$ cat config.mk
export PLATFORM = sky130hd
export DESIGN_NAME = box_blur_line_rgb_flat
export DESIGN_NICKNAME = d
export VERILOG_FILES = /design/src/rtl/core/bbl_pkg.sv /design/src/rtl/core/bbl_if.sv /design/src/rtl/core/box_blur_line_rgb.sv /design/src/rtl/core/bbl_ram.sv /design/src/rtl/core/bbl_div.sv /design/src/flat_wrapper.sv
export SDC_FILE = /design/constraint.sdc
export NUM_CORES = 2
export LEC_CHECK = 0
export BUFFER_PORTS_ARGS = -buffer_cell sky130_fd_sc_hd__buf_2
export CORE_MARGIN = 1
export CORE_UTILIZATION = 57
export DETAILED_ROUTE_END_ITERATION = 6
export GPL_ROUTABILITY_DRIVEN = 0
export PLACE_DENSITY = 0.76
export SYNTH_ARGS = -nofsm -noshare
export SYNTH_HDL_FRONTEND = slang
export SYNTH_HIERARCHICAL = 1
export SYNTH_SLANG_ARGS = --single-unit
$ cat constraint.sdc
create_clock -name i_clk -period 4.75 [get_ports i_clk]
set_clock_uncertainty 0.15 [all_clocks]
set_input_delay 0.2375 -clock i_clk [delete_from_list [all_inputs] [get_ports i_clk]]
set_output_delay 0.2375 -clock i_clk [all_outputs]
set_load 0.005 [all_outputs]
$ cat src/rtl/core/bbl_pkg.sv
package bbl_pkg;

    localparam int MAX_RADIUS = 63;
    localparam int RAD_W      = 6;
    localparam int CH_W       = 8;
    localparam int PIX_W      = 3 * CH_W;
    localparam int RING_DEPTH = 2 * MAX_RADIUS + 2;
    localparam int RING_AW    = $clog2(RING_DEPTH);
    // window count 1 .. 2*MAX_RADIUS+1
    localparam int CNT_W      = $clog2(2 * MAX_RADIUS + 2);
    // running sum of up to 2*MAX_RADIUS+1 samples
    localparam int SUM_W      = $clog2((2 * MAX_RADIUS + 1) * 255 + 1);
    localparam int QUOT_W     = CH_W;

    typedef struct packed {
        logic [CH_W-1:0] r;
        logic [CH_W-1:0] g;
        logic [CH_W-1:0] b;
    } t_rgb8;

    typedef struct packed {
        logic [SUM_W-1:0] r;
        logic [SUM_W-1:0] g;
        logic [SUM_W-1:0] b;
    } t_rgb_sum;

    typedef struct packed {
        logic             start;
        logic [CNT_W-1:0] count;
        t_rgb_sum         sums;
    } t_div_req;

    typedef struct packed {
        logic  done;
        t_rgb8 quot;
    } t_div_rsp;

endpackage

$ cat src/rtl/core/bbl_if.sv
interface bbl_pix_in_if;
    logic                      valid;
    logic                      ready;
    logic [bbl_pkg::CH_W-1:0]  red_in;
    logic [bbl_pkg::CH_W-1:0]  green_in;
    logic [bbl_pkg::CH_W-1:0]  blue_in;
    logic                      line_end;

    modport source (output valid, output red_in, output green_in, output blue_in,
                    output line_end, input ready);
    modport sink   (input valid, input red_in, input green_in, input blue_in,
                    input line_end, output ready);
endinterface

interface bbl_pix_out_if;
    logic                      valid;
    logic                      ready;
    logic [bbl_pkg::CH_W-1:0]  red_out;
    logic [bbl_pkg::CH_W-1:0]  green_out;
    logic [bbl_pkg::CH_W-1:0]  blue_out;
    logic                      line_last;

    modport source (output valid, output red_out, output green_out, output blue_out,
                    output line_last, input ready);
    modport sink   (input valid, input red_out, input green_out, input blue_out,
                    input line_last, output ready);
endinterface

$ cat src/rtl/core/box_blur_line_rgb.sv
// channel   dir  payload                                   beat taken when
// i_pix     in   red_in, green_in, blue_in, line_end        valid && ready
// o_pix     out  red_out, green_out, blue_out, line_last    valid && ready
// i_cfg_*   in   radius (6 bit)                             i_cfg_wr_en high
//
// a pixel may yield no result; one that yields a result waits for a free output
// (the shared divider forms the quotient bit by bit, on all three channels together)
// flush on line end: per extra result, pixels past the window are dropped first
// reset is synchronous; radius returns to 1, sums and counts clear
// the ring holds no reset: only pixels written earlier in the line are used
// a stalled output holds one result; the next input beat is still taken
module box_blur_line_rgb (
    input  logic                      i_clk,
    input  logic                      i_rst_n,
    input  logic                      i_cfg_wr_en,
    input  logic [bbl_pkg::RAD_W-1:0] i_cfg_wr_data,
    bbl_pix_in_if.sink                i_pix,
    bbl_pix_out_if.source             o_pix
);
    import bbl_pkg::*;

    localparam int EW = CNT_W + 1;

    typedef enum logic [2:0] {
        S_IDLE,
        S_ADD,
        S_DSTART,
        S_DIV,
        S_OUT,
        S_MAIN_END,
        S_FCHK,
        S_FDROP
    } t_state;

    // sequencer state
    t_state             r_state, n_state;
    logic [RAD_W-1:0]   r_radius, n_radius;   // config register
    logic [RAD_W-1:0]   r_rad, n_rad;         // radius latched for the line
    logic [CNT_W-1:0]   r_ps, n_ps;           // pixels now in the sums
    logic [RING_AW-1:0] r_pos, n_pos;         // ring write pointer
    t_rgb_sum           r_sum, n_sum;
    t_rgb8              r_px, n_px;
    logic               r_end, n_end;
    logic               r_drop, n_drop;
    logic               r_flush, n_flush;
    logic [RAD_W-1:0]   r_k, n_k;             // flush outputs still to go, minus one
    logic               r_last, n_last;
    // output register
    logic               r_ovalid, n_ovalid;
    t_rgb8              r_out, n_out;
    logic               r_olast, n_olast;

    logic               in_beat;
    logic [RAD_W-1:0]   rad_sel;
    logic [CNT_W-1:0]   win_sel;
    logic [CNT_W-1:0]   win;
    logic [CNT_W-1:0]   ps_inc;
    logic               emit_main;
    logic               need_drop;
    logic [CNT_W-1:0]   ps_m1;
    logic [CNT_W-1:0]   rad_m1;
    logic [RAD_W-1:0]   kmax;
    logic               out_load;

    logic               ram_we;
    logic               ram_re;
    logic [RING_AW-1:0] ram_raddr;
    logic [PIX_W-1:0]   ram_rdata;
    t_rgb8              rd_px;
    t_rgb8              drop_px;

    t_div_req           div_req;
    t_div_rsp           div_rsp;

    assign in_beat     = i_pix.valid && (r_state == S_IDLE);
    assign i_pix.ready = (r_state == S_IDLE);

    // first pixel of a line takes the configured radius
    assign rad_sel = (r_ps == '0) ? r_radius : r_rad;
    assign win_sel = {rad_sel, 1'b1};
    assign win     = {r_rad, 1'b1};

    assign ps_inc    = (r_ps < win) ? r_ps + 1'b1 : r_ps;
    assign emit_main = (ps_inc >= ({1'b0, r_rad} + 1'b1));

    // during flush, shrink the window while it reaches past pixel j + radius
    assign need_drop = (EW'(r_ps) > (EW'(r_k) + EW'(1) + EW'(r_rad)));

    assign ps_m1  = r_ps - 1'b1;
    assign rad_m1 = {1'b0, r_rad} - 1'b1;
    assign kmax   = (ps_m1 < rad_m1) ? ps_m1[RAD_W-1:0] : rad_m1[RAD_W-1:0];

    assign out_load = (r_state == S_OUT) && (!r_ovalid || o_pix.ready);

    // ring: oldest pixel of the window on a new beat, window head on flush
    assign ram_we    = (r_state == S_ADD);
    assign ram_re    = in_beat || ((r_state == S_FCHK) && need_drop);
    assign ram_raddr = (r_state == S_IDLE) ? r_pos - win_sel : r_pos - r_ps;
    assign rd_px     = t_rgb8'(ram_rdata);
    assign drop_px   = r_drop ? rd_px : '0;

    bbl_ram #(
        .WIDTH (PIX_W),
        .DEPTH (RING_DEPTH)
    ) u_ring (
        .i_clk     (i_clk),
        .i_wr_en   (ram_we),
        .i_wr_addr (r_pos),
        .i_wr_data (r_px),
        .i_rd_en   (ram_re),
        .i_rd_addr (ram_raddr),
        .o_rd_data (ram_rdata)
    );

    assign div_req.start = (r_state == S_DSTART);
    assign div_req.count = r_ps;
    assign div_req.sums  = r_sum;

    bbl_div u_div (
        .i_clk   (i_clk),
        .i_rst_n (i_rst_n),
        .i_req   (div_req),
        .o_rsp   (div_rsp)
    );

    always_comb begin
        n_state  = r_state;
        n_radius = i_cfg_wr_en ? i_cfg_wr_data : r_radius;
        n_rad    = r_rad;
        n_ps     = r_ps;
        n_pos    = r_pos;
        n_sum    = r_sum;
        n_px     = r_px;
        n_end    = r_end;
        n_drop   = r_drop;
        n_flush  = r_flush;
        n_k      = r_k;
        n_last   = r_last;
        n_ovalid = r_ovalid;
        n_out    = r_out;
        n_olast  = r_olast;

        // output register: load a finished result or free up on a taken beat
        if (out_load) begin
            n_ovalid = 1'b1;
            n_out    = div_rsp.quot;
            n_olast  = r_last;
        end else if (o_pix.ready) begin
            n_ovalid = 1'b0;
        end

        case (r_state)
            S_IDLE: begin
                if (in_beat) begin
                    n_rad   = rad_sel;
                    n_px.r  = i_pix.red_in;
                    n_px.g  = i_pix.green_in;
                    n_px.b  = i_pix.blue_in;
                    n_end   = i_pix.line_end;
                    n_drop  = (r_ps >= win_sel);
                    n_state = S_ADD;
                end
            end
            S_ADD: begin
                // slide the window: drop the oldest once the window is full, add the new pixel
                n_sum.r = r_sum.r - SUM_W'(drop_px.r) + SUM_W'(r_px.r);
                n_sum.g = r_sum.g - SUM_W'(drop_px.g) + SUM_W'(r_px.g);
                n_sum.b = r_sum.b - SUM_W'(drop_px.b) + SUM_W'(r_px.b);
                n_pos   = r_pos + 1'b1;
                n_ps    = ps_inc;
                n_last  = r_end && (r_rad == '0);
                n_flush = 1'b0;
                n_state = emit_main ? S_DSTART : S_MAIN_END;
            end
            S_DSTART: begin
                n_state = S_DIV;
            end
            S_DIV: begin
                if (div_rsp.done) begin
                    n_state = S_OUT;
                end
            end
            S_OUT: begin
                if (out_load) begin
                    if (!r_flush) begin
                        n_state = S_MAIN_END;
                    end else if (r_k == '0) begin
                        n_sum   = '0;
                        n_ps    = '0;
                        n_flush = 1'b0;
                        n_state = S_IDLE;
                    end else begin
                        n_k     = r_k - 1'b1;
                        n_state = S_FCHK;
                    end
                end
            end
            S_MAIN_END: begin
                if (r_end && (r_rad != '0)) begin
                    n_flush = 1'b1;
                    n_k     = kmax;
                    n_state = S_FCHK;
                end else begin
                    if (r_end) begin
                        n_sum = '0;
                        n_ps  = '0;
                    end
                    n_state = S_IDLE;
                end
            end
            S_FCHK: begin
                if (need_drop) begin
                    n_state = S_FDROP;
                end else begin
                    n_last  = (r_k == '0);
                    n_state = S_DSTART;
                end
            end
            S_FDROP: begin
                n_sum.r = r_sum.r - SUM_W'(rd_px.r);
                n_sum.g = r_sum.g - SUM_W'(rd_px.g);
                n_sum.b = r_sum.b - SUM_W'(rd_px.b);
                n_ps    = r_ps - 1'b1;
                n_state = S_FCHK;
            end
            default: begin
                n_state = S_IDLE;
            end
        endcase
    end

    always_ff @(posedge i_clk) begin
        if (!i_rst_n) begin
            r_state  <= S_IDLE;
            r_radius <= RAD_W'(1);
            r_rad    <= '0;
            r_ps     <= '0;
            r_pos    <= '0;
            r_sum    <= '0;
            r_flush  <= 1'b0;
            r_ovalid <= 1'b0;
        end else begin
            r_state  <= n_state;
            r_radius <= n_radius;
            r_rad    <= n_rad;
            r_ps     <= n_ps;
            r_pos    <= n_pos;
            r_sum    <= n_sum;
            r_flush  <= n_flush;
            r_ovalid <= n_ovalid;
        end
        r_px    <= n_px;
        r_end   <= n_end;
        r_drop  <= n_drop;
        r_k     <= n_k;
        r_last  <= n_last;
        r_out   <= n_out;
        r_olast <= n_olast;
    end

    assign o_pix.valid     = r_ovalid;
    assign o_pix.red_out   = r_out.r;
    assign o_pix.green_out = r_out.g;
    assign o_pix.blue_out  = r_out.b;
    assign o_pix.line_last = r_olast;

    a_ps_in_window: assert property (@(posedge i_clk) disable iff (!i_rst_n)
        r_ps <= {r_rad, 1'b1})
        else $error("pixel count beyond window");

    a_out_hold: assert property (@(posedge i_clk) disable iff (!i_rst_n)
        (r_state == S_OUT && r_ovalid && !o_pix.ready) |=> (r_state == S_OUT))
        else $error("result dropped while output stalled");

    a_done_in_div: assert property (@(posedge i_clk) disable iff (!i_rst_n)
        div_rsp.done |-> (r_state == S_DIV))
        else $error("divider finished outside wait state");

    a_flush_k: assert property (@(posedge i_clk) disable iff (!i_rst_n)
        (r_flush && r_state == S_FCHK) |-> (r_k < r_rad))
        else $error("flush count beyond radius");
endmodule

$ cat src/rtl/core/bbl_ram.sv
module bbl_ram #(
    parameter int WIDTH = 24,
    parameter int DEPTH = 128
) (
    input  logic                     i_clk,
    input  logic                     i_wr_en,
    input  logic [$clog2(DEPTH)-1:0] i_wr_addr,
    input  logic [WIDTH-1:0]         i_wr_data,
    input  logic                     i_rd_en,
    input  logic [$clog2(DEPTH)-1:0] i_rd_addr,
    output logic [WIDTH-1:0]         o_rd_data
);
    logic [WIDTH-1:0] r_mem [DEPTH];
    logic [WIDTH-1:0] r_rd_data;

    always_ff @(posedge i_clk) begin
        if (i_wr_en) begin
            r_mem[i_wr_addr] <= i_wr_data;
        end
        if (i_rd_en) begin
            r_rd_data <= r_mem[i_rd_addr];
        end
    end

    assign o_rd_data = r_rd_data;
endmodule

$ cat src/rtl/core/bbl_div.sv
module bbl_div (
    input  logic              i_clk,
    input  logic              i_rst_n,
    input  bbl_pkg::t_div_req i_req,
    output bbl_pkg::t_div_rsp o_rsp
);
    import bbl_pkg::*;

    localparam int DIV_W = CNT_W + QUOT_W - 1;
    localparam int CW    = $clog2(QUOT_W);

    // restoring division, one quotient bit per cycle on all three channels
    logic [DIV_W-1:0] r_div;
    t_rgb_sum         r_rem;
    t_rgb8            r_q;
    logic [CW-1:0]    r_cnt;
    logic             r_busy;
    logic             r_done;

    logic [SUM_W:0]   step_r;
    logic [SUM_W:0]   step_g;
    logic [SUM_W:0]   step_b;

    function automatic logic [SUM_W:0] div_step(input logic [SUM_W-1:0] rem,
                                                input logic [DIV_W-1:0] d);
        logic             ge;
        logic [SUM_W-1:0] dd;
        dd = SUM_W'(d);
        ge = (rem >= dd);
        return {ge, ge ? rem - dd : rem};
    endfunction

    assign step_r = div_step(r_rem.r, r_div);
    assign step_g = div_step(r_rem.g, r_div);
    assign step_b = div_step(r_rem.b, r_div);

    always_ff @(posedge i_clk) begin
        if (!i_rst_n) begin
            r_busy <= 1'b0;
            r_done <= 1'b0;
            r_cnt  <= '0;
        end else begin
            r_done <= 1'b0;
            if (i_req.start) begin
                r_busy <= 1'b1;
                r_cnt  <= CW'(QUOT_W - 1);
                r_div  <= DIV_W'(i_req.count) << (QUOT_W - 1);
                r_rem  <= i_req.sums;
            end else if (r_busy) begin
                r_rem.r <= step_r[SUM_W-1:0];
                r_rem.g <= step_g[SUM_W-1:0];
                r_rem.b <= step_b[SUM_W-1:0];
                r_q.r   <= {r_q.r[QUOT_W-2:0], step_r[SUM_W]};
                r_q.g   <= {r_q.g[QUOT_W-2:0], step_g[SUM_W]};
                r_q.b   <= {r_q.b[QUOT_W-2:0], step_b[SUM_W]};
                r_div   <= r_div >> 1;
                if (r_cnt == '0) begin
                    r_busy <= 1'b0;
                    r_done <= 1'b1;
                end else begin
                    r_cnt <= r_cnt - 1'b1;
                end
            end
        end
    end

    assign o_rsp.done = r_done;
    assign o_rsp.quot = r_q;

    a_start_idle: assert property (@(posedge i_clk) disable iff (!i_rst_n)
        i_req.start |-> !r_busy)
        else $error("divider started while busy");
endmodule
$ cat src/flat_wrapper.sv
// flat-port wrapper written by rule: the top's interface ports become plain ports
module box_blur_line_rgb_flat import bbl_pkg::*;
  (i_clk, i_rst_n, i_cfg_wr_en, i_cfg_wr_data, i_pix_valid, i_pix_red_in, i_pix_green_in, i_pix_blue_in, i_pix_line_end, i_pix_ready, o_pix_valid, o_pix_red_out, o_pix_green_out, o_pix_blue_out, o_pix_line_last, o_pix_ready);
  bbl_pix_in_if i_pix_i ();
  bbl_pix_out_if o_pix_i ();
  input  logic i_clk;
  input  logic i_rst_n;
  input  logic i_cfg_wr_en;
  input  logic [bbl_pkg::RAD_W-1:0] i_cfg_wr_data;
  input wire logic [$bits(i_pix_i.valid)-1:0] i_pix_valid;
  input wire logic [$bits(i_pix_i.red_in)-1:0] i_pix_red_in;
  input wire logic [$bits(i_pix_i.green_in)-1:0] i_pix_green_in;
  input wire logic [$bits(i_pix_i.blue_in)-1:0] i_pix_blue_in;
  input wire logic [$bits(i_pix_i.line_end)-1:0] i_pix_line_end;
  output wire logic [$bits(i_pix_i.ready)-1:0] i_pix_ready;
  output wire logic [$bits(o_pix_i.valid)-1:0] o_pix_valid;
  output wire logic [$bits(o_pix_i.red_out)-1:0] o_pix_red_out;
  output wire logic [$bits(o_pix_i.green_out)-1:0] o_pix_green_out;
  output wire logic [$bits(o_pix_i.blue_out)-1:0] o_pix_blue_out;
  output wire logic [$bits(o_pix_i.line_last)-1:0] o_pix_line_last;
  input wire logic [$bits(o_pix_i.ready)-1:0] o_pix_ready;
  assign i_pix_i.valid = i_pix_valid;
  assign i_pix_i.red_in = i_pix_red_in;
  assign i_pix_i.green_in = i_pix_green_in;
  assign i_pix_i.blue_in = i_pix_blue_in;
  assign i_pix_i.line_end = i_pix_line_end;
  assign i_pix_ready = i_pix_i.ready;
  assign o_pix_valid = o_pix_i.valid;
  assign o_pix_red_out = o_pix_i.red_out;
  assign o_pix_green_out = o_pix_i.green_out;
  assign o_pix_blue_out = o_pix_i.blue_out;
  assign o_pix_line_last = o_pix_i.line_last;
  assign o_pix_i.ready = o_pix_ready;
  box_blur_line_rgb u_core (.i_clk(i_clk), .i_rst_n(i_rst_n), .i_cfg_wr_en(i_cfg_wr_en), .i_cfg_wr_data(i_cfg_wr_data), .i_pix(i_pix_i), .o_pix(o_pix_i));
endmodule
==> flow_summary.toml <==
[clock_tree]
clockBufferDepth = 4
cts_tree = "done"
clkLatencyLatePin_ps = 980
cts.sinks = 3318
path_clk_slew_ps = 60
cts_buffers = 338
h-tree-depth = 5
cts_root_buf = "clkbuf_16"

[final_layout]
fin_area_sq_um = 156000
nFillCells = 13700
utilization = 0.667
nets = 7315
ff_latch_area_sq_um = 98800
area_delta_synth_final_pct = 15.9
multi_input_area_sq_um = 34700
drive_gt1_frac = 0.312

[setup_path]
rrSetupSlack_ps = -190
cp-end-kind = "flip-flop"
startpoint = "u_core/r_ps[4]"
crit_type = "reg2reg"
endpoint = "u_core/u_ring/o_rd_data[6]"
r2r_start = "u_core/r_ps[4]"
required_ps = 5310
critPathLaunchType = "flip-flop"
crit_fanout = 6
arrival_ps = 5500
r2r_end = "u_core/u_ring/o_rd_data[6]"
rr_worst_depth = 18

[synthesis]
yosys.area.top_type = "edfxtp_1"
synth-seq-cells = 3318
synth_edf_count = 3237
ys_seq_area_frac = 0.735
synth_top_area_frac = 0.723
yosysUniqueCellTypes = 88
synthesis.area_sq_um = 135000
syn-num-nets = 6622
synth_ff_type = "edfxtp_1"
async_reset_ff_frac = 0
yosys-top-cells-area = "edfxtp_1 72%, mux4_2 17%, ha_1 1.7%"
synth_area_per_cell_sq_um = 21.1
yosysWarnings = 6
synth_cells = 6376
synth.top_cells.by_count = "3237 x edfxtp_1, 1008 x mux4_2, 235 x nor2_1"
synth_most_common_cell = "edfxtp_1"

[sta]
slew_viol_final = 0
max_freq_mhz = 202
slew_headroom = 0.110
period_share = 1.04
setup_tns_ps = -2690
hold_viol_final = 0
final.min_clock_period_ps = 4940
setup_viol_count_final = 23
fin_ws_ps = -191
hold_slack_ps = 124
rsz0062_at_grt = "yes"
tightest_slew_ps = 1330

[place]
hpwl_mm = 208
port_buffers = 62
placed_area_sq_um = 143000

[status]
violations = "setup timing"
status = "complete, but fails checks"

[global_routing]
antenna_found_initial = 42
grt_pass1_vias = 73900
track_usage = 0.335
grt_pass1_wl_mm = 551
overflow = 0
grt_max_degree = 97

[routing]
drtAntennaViolNets = 0
post_drt_wl_per_cell_microns = 38.0
first_iter_violations = 12700
routed_via_density = 7.08
routed_wirelength_mm = 397
drc_errors = 0
vias = 74100
first_pass_iters = 7

[die]
fp.dieH_microns = 488
initial_utilization = 0.576
design.die.area_sq_um = 238000
coreArea_sq_um = 234000
die_w_microns = 488
row_count = 177
io_pins = 63

[worst_hold_path]
min_path_type = "in2reg"

[job]
maxCapViolations = 0
==> kinds of logic after synthesis <==
| family | count (synthesis) | synth area share |
|---|---|---|
| AND/OR/NAND/NOR | 635 | 0.0226 |
| buffers and inverters | 517 | 0.0153 |
| flip-flops | 3318 | 0.735 |
| adder cells (fa/ha/maj) | 210 | 0.0213 |
| AO/OA/AOI/OAI | 525 | 0.0261 |
| XOR/XNOR | 111 | 0.00723 |
| multiplexers | 1060 | 0.173 |
==> metrics by stage <==
stage / setup WS (ps) / cells
after floorplan: -4.79 / 6376
after global placement: -849 / 9710
after detailed placement: -756 / 9710
after CTS: -113 / 10400
after global routing: -211 / 10500
final: -191 / 10500
==> worst max-delay path, stage by stage (launching register included) <==
cell and delay (ps):
dfxtp_2 340, nor3_4 190, nand3b_1 170, nor2_4 200, buf_6 140, mux2i_4 230, nand2_2 90, o21ai_4 100
ha_4 260, xor2_4 210, buf_12 190, buf_8 150, bufbuf_16 300, buf_4 120, buf_4 140, mux4_2 320
mux4_2 510, mux4_2 580, mux2_2 300
==> state kept, by name (all words and copies together) (netlist names), 3 cells and up <==
signal,flops
u_core/o_pix.green_out,8
u_core/u_ring/r_mem,3072
u_core/r_radius,6
u_core/o_pix.blue_out,8
u_core/div_req,45
u_core/u_ring/o_rd_data,24
u_core/r_ps,7
u_core/r_pos,7
u_core/u_div/o_rsp,24
u_core/u_div/r_div,14
u_core/r_rad,6
u_core/o_pix.red_out,8
u_core/u_div/r_cnt,3
u_core/r_px,24
u_core/r_k,6
u_core/r_state,3
u_core/u_div/r_rem,45
==> cells in the final DEF, fill, tap and decap left out, types with 19 or more instances in the layout <==
master	n
clkbuf_1	62
buf_2	62
buf_12	87
mux4_2	1008
buf_16	22
xor2_1	27
nand2_1	124
and2_1	30
a21o_1	39
bufinv_16	32
nor3_1	32
dfxtp_1	77
clkinv_2	47
inv_1	204
a211oi_1	51
o21ai_0	114
nand4_1	21
clkbuf_16	355
edfxtp_1	3237
fa_1	31
dlygate4sd3_1	73
nand3_1	44
buf_4	377
nor2_1	114
nor2_2	41
a21oi_1	116
ha_1	175
a31oi_1	21
nand2b_1	23
nor2b_1	31
mux2_4	19
nor2_4	82
clkinv_1	69
xnor2_1	78
o21a_1	28
==> worst min-delay path by stage <==
stage / start / endpoint / slack [ps] / cells past startpoint
2_1_floorplan: i_pix_line_end / u_core/r_end / 190 / 0
3_3_place_gp: u_core/u_div/o_rsp[23] / u_core/o_pix.red_out[7] / 260 / 0
3_5_place_dp: u_core/u_div/o_rsp[23] / u_core/o_pix.red_out[7] / 260 / 0
4_1_cts: i_cfg_wr_en / u_core/r_radius[3] / 40 / 4
5_1_grt: i_cfg_wr_en / u_core/r_radius[5] / 120 / 4
6_report: i_cfg_wr_en / u_core/r_radius[5] / 120 / 4
==> layout make-up <==
type                    instances  share of cell area
inverters                     208             0.00506
clock buffers                 415              0.0576
repair buffers                662              0.0445
diodes                         11            0.000177
well taps                    3132              0.0251
flip-flops and latches       3318               0.634
clock inverters               175              0.0108
multi-input cells            2541               0.223
==> metal layers <==
layer / track usage / routed length [microns] / up-vias
met5: 0 / 145 / -
li1: - / - / 28000
met2: 0.531 / 190000 / 6776
met4: 0.178 / 24100 / 20
met3: 0.0928 / 53900 / 1231
met1: 0.424 / 129000 / 38000
==> timing repair <==
item / in CTS / in global routing
resized for setup: 90 / 40
setup endpoints to repair: 24 / 24
cloned: 14 / 11
pin swaps: 9 / 8
endpoints found under the hold margin: 90 / 0
hold buffers: 73 / 0
setup buffers: 27 / 32
Power is not shown: default switching activity piles up to over one toggle a cycle in this logic, so the estimate is an artifact.
